[config.mk]
export PLATFORM = sky130hd
export DESIGN_NAME = tbce_step_unit
export DESIGN_NICKNAME = d
export VERILOG_FILES = /design/src/rtl/tbce_step_unit.sv
export SDC_FILE = /design/constraint.sdc
export NUM_CORES = 1
export LEC_CHECK = 0
export BUFFER_PORTS_ARGS = -buffer_cell sky130_fd_sc_hd__buf_2
export CAP_MARGIN = 0
export CORE_MARGIN = 2
export CORE_UTILIZATION = 40
export DETAILED_ROUTE_END_ITERATION = 8
export PLACE_DENSITY = 0.82
export SETUP_SLACK_MARGIN = 0.1
export SYNTH_ARGS = -nofsm -noshare
export SYNTH_HDL_FRONTEND = slang
export SYNTH_SLANG_ARGS = --single-unit
[constraint.sdc]
create_clock -name vclk -period 2.34
set_input_delay 0.468 -clock vclk [all_inputs]
set_output_delay 0.468 -clock vclk [all_outputs]
set_load 0.05 [all_outputs]
[src/rtl/tbce_step_unit.sv]
// ----------------------------------------------------------------------------
// tbce_step_unit
// Shared pointer stepper and magnitude compare used by every sweep.
// ----------------------------------------------------------------------------
module tbce_step_unit #(
    parameter int CW = 11
) (
    input  logic [CW-1:0] i_ptr,
    input  logic          i_dec,
    input  logic [CW-1:0] i_cmp_a,
    input  logic [CW-1:0] i_cmp_b,
    output logic [CW-1:0] o_step,
    output logic          o_lt
);

    assign o_step = i_dec ? (i_ptr - CW'(1)) : (i_ptr + CW'(1));
    assign o_lt   = (i_cmp_a < i_cmp_b);

endmodule

# After elaboration in Yosys (flattened, before gate mapping)
# Cells that the tools add are included.
[op_classes]
add_sub_neg = 2
n_lt_le_gt_ge = 1
muxes = 1
[ops]
columns = ["operator", "count"]
rows = [
  ["$add 11x1->11 const B", 1],
  ["$lt 11x11->1", 1],
  ["$mux 11", 1],
  ["$sub 11x1->11 const B", 1],
]
[totals]
ff_bits = 0
output_inout_bits = 12
elab_cells = 4

# Logic depth before layout (Yosys ltp)
[logic_depth]
depth_word = 2
depth_mapped = 7

# Worst setup path before layout
# Ideal clock, no wire load.
[synth_path]
path_kind = "in2out"
startpoint = "input i_ptr[0]"
endpoint = "output o_step[8]"
t_arrival_ns = 2.549
required_time_ns = 1.872
path_slack_ns = -0.677
stages = 7
n_path_buf = 0
path_cell_list = "inv_1 > fa_1 > nor2b_2 > o21ai_1 > o21ai_1 > o22ai_1 > xnor2_1"
[synth_between]
elab_chain_len = 2
[synth_rtl]
columns = ["item", "line_no", "text"]
rows = [
  ["start, declared", "8", "input logic [CW-1:0] i_ptr,"],
  ["$add 11x1->11 or $sub 11x1->11 (tied branches)", "16", "assign o_step = i_dec ? (i_ptr - CW'(1)) : (i_ptr + CW'(1));"],
  ["$mux 11 (*)", "16", ""],
  ["end, declared", "12", "output logic [CW-1:0] o_step,"],
]
# Mark *: on every way between the ends. The rest lies on a longest branch, timed or not.

# Final worst setup path
# Same ends and word-level chain as after synthesis.

==> run metrics <==
layout cells sized above 1=0.675; Max-slew headroom=0.709; library cells used by synthesis=29; Final ANT Viol Nets=0; post-synth top area share=0.353; Die Y=45.1 um; largest net degree at the start of global routing=9; IO Port Bufs=46; Layout Utilization=0.967; Final Cell Area=1490 um2; fill count=30; critical path startpoint=i_ptr[0]; Critical Path RT=1.87 ns; Site Rows=14; placed cell area=1260 um2; Post-CTS Hold Buffers=0; Worst Setup Slack, final=-0.230 ns; count of warnings emitted by yosys=0; crit path max fanout=3; Die Wd=45.1 um; first-pass GRT wire length=4.81 mm; DRC=0; # IOs=46; Placer Congestion=0.875; Pre-antenna DRT Iters=4; Worst Max-Slew Pin Slew=0.433 ns; Via density=6.80; synthesized area=674 um2; Leak=0.000721 uW; final net count=207; power per cell area=446 nW/um2; Worst setup SP type=primary input; initial core utilization=0.438; Synth area leaders=ha_1 35%, inv_1 7.8%, xnor2_1 7.8%; Slew Limit Fails=0; Storage cell area=0 um2; Syn Inst Count=88; worst hold path type=primary input to output port; # placed instances=167; minimum clock period after layout=2.57 ns; endpoints failing setup=6; initial antenna violation count=0; Achievable Freq=0.389 GHz; max-cap violations=0; Avg WL per Cell=28.4 um; largest area contributor in the netlist=ha_1; DR vias=1136; Core Region=1540 um2; failing checks=negative setup slack; Routed Wire Length=4.74 mm; Tot GR Track Use=0.322; CLK BUF=0; area of the die=2030 um2; fin crit share=1.10; hpwl dp=1.79 mm; vias in the first global route=1049; Avg Inst Size Synth=7.66 um2; crit path capture=o_step[8]; worst IR drop on VDD=349 uV; DRC marker count from the first detailed-route iteration=27; Worst Hold Margin=1.39 ns; Post-synth top cells=19 x ha_1, 14 x inv_1, 6 x xnor2_1, 5 x a21oi_1; sequential share of the synthesized area=0; final antenna diode count=0; Hold Vio Cnt, Final=0; gr ovfl total=0; pre-CTS setup slack=-0.359 ns; CP Capture Type=output port; seq_cells=0; RSZ-0062 raised after global routing=yes; synthesized net count=142; fin cells=167; Arr. time, crit path=2.10 ns; top-count cell post-synth=ha_1; kind of critical path=primary input to output port; Layout area overhead=121%; status=finished, violations left
## logic make-up (layout without fill, tap and decap cells)
family	count (synthesis)	after routing	share of synthesized area
adder cells (fa/ha/maj)	20	20	0.382
AND/OR/NAND/NOR	21	21	0.171
XOR/XNOR	10	10	0.130
buffers and inverters	14	77	0.0779
AO/OA/AOI/OAI	23	23	0.239
## timing repair
item | CTS | global route
cloned | 0 | 0
resized for setup | 36 | 14
endpoints found under the setup margin | 8 | 8
pin swaps | 3 | 9
hold endpoints to repair | 0 | 0
setup buffers | 0 | 0
## critical path, stage by stage
cell	delay [ns]
buf_4	0.12
clkinvlp_4	0.10
fa_2	0.37
nor2b_2	0.16
o21ai_2	0.10
o21ai_4	0.25
o22ai_4	0.13
xnor2_4	0.19
buf_6	0.19
## per-stage QoR
stage          total power (uW)  setup TNS (ns)
6_report                    665          -0.838
5_1_grt                     681           -1.03
4_1_cts                     584          -0.199
3_5_place_dp                498           -1.98
3_3_place_gp                486           -1.68
2_1_floorplan               363          -0.508
## how the worst min path moves through the flow
stage	cells past startpoint	from	endpoint	slack (ns)
2_1_floorplan	1	i_ptr[0]	o_step[0]	1.12
3_3_place_gp	3	i_ptr[0]	o_step[0]	1.35
3_5_place_dp	3	i_ptr[0]	o_step[0]	1.35
4_1_cts	3	i_ptr[0]	o_step[0]	1.35
5_1_grt	3	i_ptr[0]	o_step[0]	1.38
6_report	3	i_ptr[0]	o_step[0]	1.39
## layout make-up
class | instances | area [um2] | area share
inverter | 14 | 56.3 | 0.0378
multi-input combinational | 74 | 976 | 0.655
tap | 16 | 20.0 | 0.0134
timing repair buffer | 63 | 438 | 0.294
## cell usage in the layout, fill, tap and decap left out, drive strengths merged, types with 2 or more instances in the layout
| cell type | n |
|---|---|
| nor2 | 2 |
| nor2b | 3 |
| a21o | 3 |
| o21ai | 5 |
| o22ai | 2 |
| xnor2 | 6 |
| inv | 13 |
| xor2 | 4 |
| nand2 | 4 |
| nor3 | 2 |
| buf | 63 |
| ha | 19 |
| and3 | 3 |
| a211oi | 3 |
| nand2b | 2 |
| a21oi | 5 |
## where the power goes
part | total, uW | leakage [uW] | internal (uW) | switching [uW]
clock network | 0 | 0 | 0 | 0
registers | 0 | 0 | 0 | 0
logic | 665 | 0.000721 | 276 | 389
total | 665 | 0.000721 | 276 | 389
## layer usage
layer | track usage | vias up | part of all wire
met5 | 0 | - | 0
met4 | 0.153 | 0 | 0.11
met3 | 0.0200 | 63 | 0.11
met2 | 0.640 | 130 | 0.48
met1 | 0.333 | 507 | 0.30
li1 | - | 436 | -
(Power assumes the default switching activity.)
