[config.mk]
export PLATFORM = sky130hd
export DESIGN_NAME = tbce_ram
export DESIGN_NICKNAME = d
export VERILOG_FILES = /design/src/rtl/tbce_ram.sv
export SDC_FILE = /design/constraint.sdc
export NUM_CORES = 1
export LEC_CHECK = 0
export ABC_AREA = 1
export BUFFER_PORTS_ARGS = -buffer_cell sky130_fd_sc_hd__buf_2
export CAP_MARGIN = 10
export CORE_MARGIN = 4
export CORE_UTILIZATION = 55
export CTS_CLUSTER_SIZE = 28
export DETAILED_ROUTE_END_ITERATION = 12
export PLACE_DENSITY = 0.84
export SYNTH_ARGS = -nofsm -noshare
export SYNTH_HDL_FRONTEND = slang
export SYNTH_SLANG_ARGS = --single-unit
[constraint.sdc]
create_clock -name i_clk -period 1.5 [get_ports i_clk]
set_input_delay 0 -clock i_clk [delete_from_list [all_inputs] [get_ports i_clk]]
set_output_delay 0 -clock i_clk [all_outputs]
set_load 0.02 [all_outputs]
[src/rtl/tbce_ram.sv]
// ----------------------------------------------------------------------------
// tbce_ram
// Generic single-write, single-read RAM with registered read data.
// ----------------------------------------------------------------------------
module tbce_ram #(
    parameter int WIDTH = 8,
    parameter int DEPTH = 16
) (
    input  logic                     i_clk,
    input  logic                     i_we,
    input  logic [$clog2(DEPTH)-1:0] i_waddr,
    input  logic [WIDTH-1:0]         i_wdata,
    input  logic [$clog2(DEPTH)-1:0] i_raddr,
    output logic [WIDTH-1:0]         o_rdata
);

    logic [WIDTH-1:0] r_mem [DEPTH];
    logic [WIDTH-1:0] r_rdata;

    always_ff @(posedge i_clk) begin
        if (i_we) begin
            r_mem[i_waddr] <= i_wdata;
        end
        r_rdata <= r_mem[i_raddr];
    end

    assign o_rdata = r_rdata;

endmodule

Word level (Yosys, flattened, before mapping)
Memories as Yosys holds them, arrays and structs flattened. A register that Yosys moved wholly into a read port is not among the register bits.
Index checks and enable logic that the tools add are counted.
{ "word_totals": {"reg_bits": 0, "latch_bits": 0, "ram_bits": 128, "rom_bits": 0, "in_bits": 18, "memories": 1} }
{ "classes": {"n_addsub": 0, "multipliers": 0, "div_mod_pow": 0, "order_cmp": 0, "n_eq_ne": 0, "shifts": 0, "muxes": 2, "n_bitwise": 0, "reduce_logical": 0} }
{ "memory_table": {"columns": ["name", "depth", "word_bits", "read_ports", "rd_clocked_by_memory_dff", "write_ports", "line", "text"], "rows": [
  ["r_mem", 16, 8, 1, 1, 1, "17", "logic [WIDTH-1:0] r_mem [DEPTH];"]
]} }
{ "op_table": {"columns": ["cell", "n"], "rows": [
  ["two-way mux 1 bit", 2]
]} }

Logic depth before layout (Yosys ltp)
{ "logic_depth": {"word_depth": 2, "depth_mapped": 8} }

Worst setup path before layout
Ideal clock, no wire load.
{ "synth_timing": {"kind": "input port to flip-flop", "start": "input i_waddr[2]", "end": "memory r_mem[10][0] (enable)", "setup_ns": 0.370, "arrival_time_ns": 0.581, "path_slack_ns": 0.549, "stages": 2, "n_path_buf": 0, "path_cell_list": "nand3b_1 > nor2_1"} }
{ "synth_rtl": {"columns": ["element", "line", "text"], "rows": [
  ["start, declared", "11", "input logic [$clog2(DEPTH)-1:0] i_waddr,"],
  ["end, declared", "17", null]
]} }
No word-level cell before the write port.

Final worst setup path
{ "layout_timing": {"start": "register r_rdata[7] (netlist: o_rdata[7]) (read register of r_mem)", "end": "output o_rdata[7]"} }
{ "layout_rtl": {"columns": ["element", "line", "text"], "rows": [
  ["start, declared", "18", "logic [WIDTH-1:0] r_rdata;"],
  ["end, declared", "14", "output logic [WIDTH-1:0] o_rdata"]
]} }
No word-level cell between the ends.

==> impl_metrics.ini <==
[grt]
gr-total-overflow = 0
grt_use_total_pct = 23.7
antenna_found_initial = 0
grt_pass1_wl_um = 20800
grt_max_degree = 65
grt_pass1_vias = 3936

[cts]
cts_resized = 0
cts.hold.buffers_added = 9
path_clk_slew_ns = 0.06
cts_tree = done
clk_latency_ns = 0.54
cts_buffers = 17
htreeDepth = 4
cts_root_buf = clkbuf_8
postCtsSetupBuffers = 0
clock-sinks = 136
clk_path_buf_depth = 2

[setup_path]
end_kind = output port
critPathLaunchType = register
critPathTopFamily = flip-flops
r2r_start = r_mem[12][7]
cpMaxStageDelayCell = dfxtp_1
path_buf_inv = 1
reg2reg_depth = 6
r2r_slack_ns = 0.44
cp_max_fo = 1
regToRegEndpoint = o_rdata[7]
criticalPathCategory = register to output port
slowest_delay_ns = 0.40
crit_chain = buf_2
cp.arrival_ns = 1.12
worst-path-stages = 1
required_ns = 1.50

[hold_path]
worstHoldStart = i_raddr[2]
whs_path_depth = 5
min_to = o_rdata[7]
hp-class = input port to register

[job]
max_cap_violations = 0

[detailed_routing]
ant_nets = 0
wl_um = 13600
vias = 4157
dr.pass1.iters = 5
drt-wirelength-per-cell_um = 18.1
drc = 0
viasPerCell = 5.53
first_iter_violations = 616

[pwr]
peakVddDrop_mv = 0.776
p_clk_share_pct = 44.1
p_sw_share_pct = 25.0
p_int_mw = 6.52
powerDensity_nw_per_um2 = 1290
p_leak_nw = 2.95
p_sw_mw = 2.18
combinationalPowerShare_pct = 6.7
p_seq_share_pct = 49.2

[logic_synthesis]
synth_fp_nets = 569
post_synth_fa_ha_maj_area_fraction_pct = 0
synth_area_leaders = edfxtp_1 67%, nand2_1 11%, nand3_1 8.4%
synth_top_family_by_area = simple AND/OR/NAND/NOR gates
syn_inst = 551
ys_warn_count = 0
synth-xor-area-share_pct = 0
muxShareOfSynthArea_pct = 0
yosys.area_share.simple_pct = 21.0
synth.top_cell.area_share_pct = 66.7
synth_compound_area_share_pct = 0
yosysTopAreaCell = edfxtp_1
syn_area_per_cell_um2 = 10.5
ys_ff_latch = 136
yosys.cell_types.count = 12
synth_seq_area_share_pct = 69.4
netlist_area_um2 = 5770

[timing]
fin_crit_ns = 1.12
worst_slew_pin_slew_ns = 0.586
slew-limit-headroom_pct = 60.9
final_hold_viol_count = 0
finalMaxSlewViolations = 0
fmax_ghz = 0.894
worst_clock_skew_ns = 0.0100
rsz0062_at_grt = false
finalSetupTns_ns = 0
min_period_over_period_pct = 74.5
final-setup-viol-count = 0

[final_layout]
antenna_cells = 0
multiInputGateArea_um2 = 1210
ff_latch_area_um2 = 4000
finalNetCount = 621
layout_commonest_cell = nand2_1
drive_gt1_share_pct = 13.3
final_cell_mix = 173 x nand2_1, 128 x edfxtp_1, 100 x inv_1
areaGrowthSynthToFinish_pct = 16.9
design_area_um2 = 6740
fillCellCount = 697

[place]
postPlaceCellArea_um2 = 6110
dp_hpwl_um = 8040
gp_routability_congestion = 0.878
numPortBuffers = 25

[outcome]
run_status = finished, final reports clean

[die]
die_w_um = 110
fp.dieH_um = 110
dieArea_um2 = 12200
start_util_pct = 56.1
coreArea_um2 = 10300
std_cell_rows = 37
io-pin-count = 26
## cells in the mapped netlist
library cell / instances
buf_1: 1
buf_2: 13
buf_4: 4
buf_6: 6
dfxtp_1: 8
edfxtp_1: 128
inv_1: 100
inv_2: 2
nand2_1: 173
nand3_1: 97
nand3b_1: 2
nor2_1: 17
## final cells by class
class	instances	share of cell area, %
clock buffers	17	6.14
flip-flops and latches	136	59.4
well taps	136	2.52
multi-input cells	289	18.0
repair buffers	57	6.31
clock inverters	15	1.95
inverters	102	5.68
## logic make-up (layout without fill, tap and decap cells)
logic type | count (synthesis) | count (layout)
and+or+nand+nor | 289 | 289
DFF | 136 | 136
buffers and inverters | 126 | 191
## layer usage
metal  vias to the layer above  GRT usage (%)  wire length [um]
met2                       283           36.7              6480
li1                       1877              -                 -
met5                         -              0                 0
met3                        50           6.35              1410
met4                         0           12.8               562
met1                      1947           30.8              5130
## how the worst max path moves through the flow
stage | endpoint | slack (ns) | from
floorplan | r_mem[10][0] | 0.55 | i_waddr[2]
global placement | o_rdata[6] | 0.42 | i_raddr[1]
detailed placement | o_rdata[1] | 0.36 | i_raddr[1]
CTS | o_rdata[7] | 0.38 | o_rdata[7]
global route | o_rdata[2] | 0.38 | r_mem[15][2]
finish | o_rdata[7] | 0.38 | o_rdata[7]
## per-stage QoR
step / hold WS (ns) / power (mW) / instances / setup WS, ns / util (%)
6_report: 0.0389 / 8.70 / 752 / 0.382 / 65.6
5_1_grt: 0.0437 / 8.95 / 752 / 0.382 / 65.6
4_1_cts: 0.0179 / 8.70 / 752 / 0.384 / 65.6
3_5_place_dp: 0.344 / 4.90 / 711 / 0.362 / 59.4
3_3_place_gp: 0.341 / 4.88 / 711 / 0.415 / 59.4
2_1_floorplan: 0.0989 / 4.68 / 551 / 0.549 / -
## power groups by stage
| stage | Sequential (mW) | Combinational [mW] | Clock (mW) |
|---|---|---|---|
| floorplan | 4.38 | 0.300 | 0 |
| finish | 4.28 | 0.581 | 3.84 |
| global route | 4.28 | 0.631 | 4.03 |
| detailed placement | 4.36 | 0.543 | 0 |
| global placement | 4.36 | 0.525 | 0 |
| CTS | 4.28 | 0.570 | 3.85 |
## worst min-delay path, stage by stage
cell and delay (ns):
buf_2 0.11, buf_4 0.19, nand3_1 0.10, nand3_1 0.06
nand2_1 0.07
## flip-flops by register name, indices dropped and copies added, names as in the netlist
register  count
r_mem       128
o_rdata       8
(Power assumes the default switching activity.)
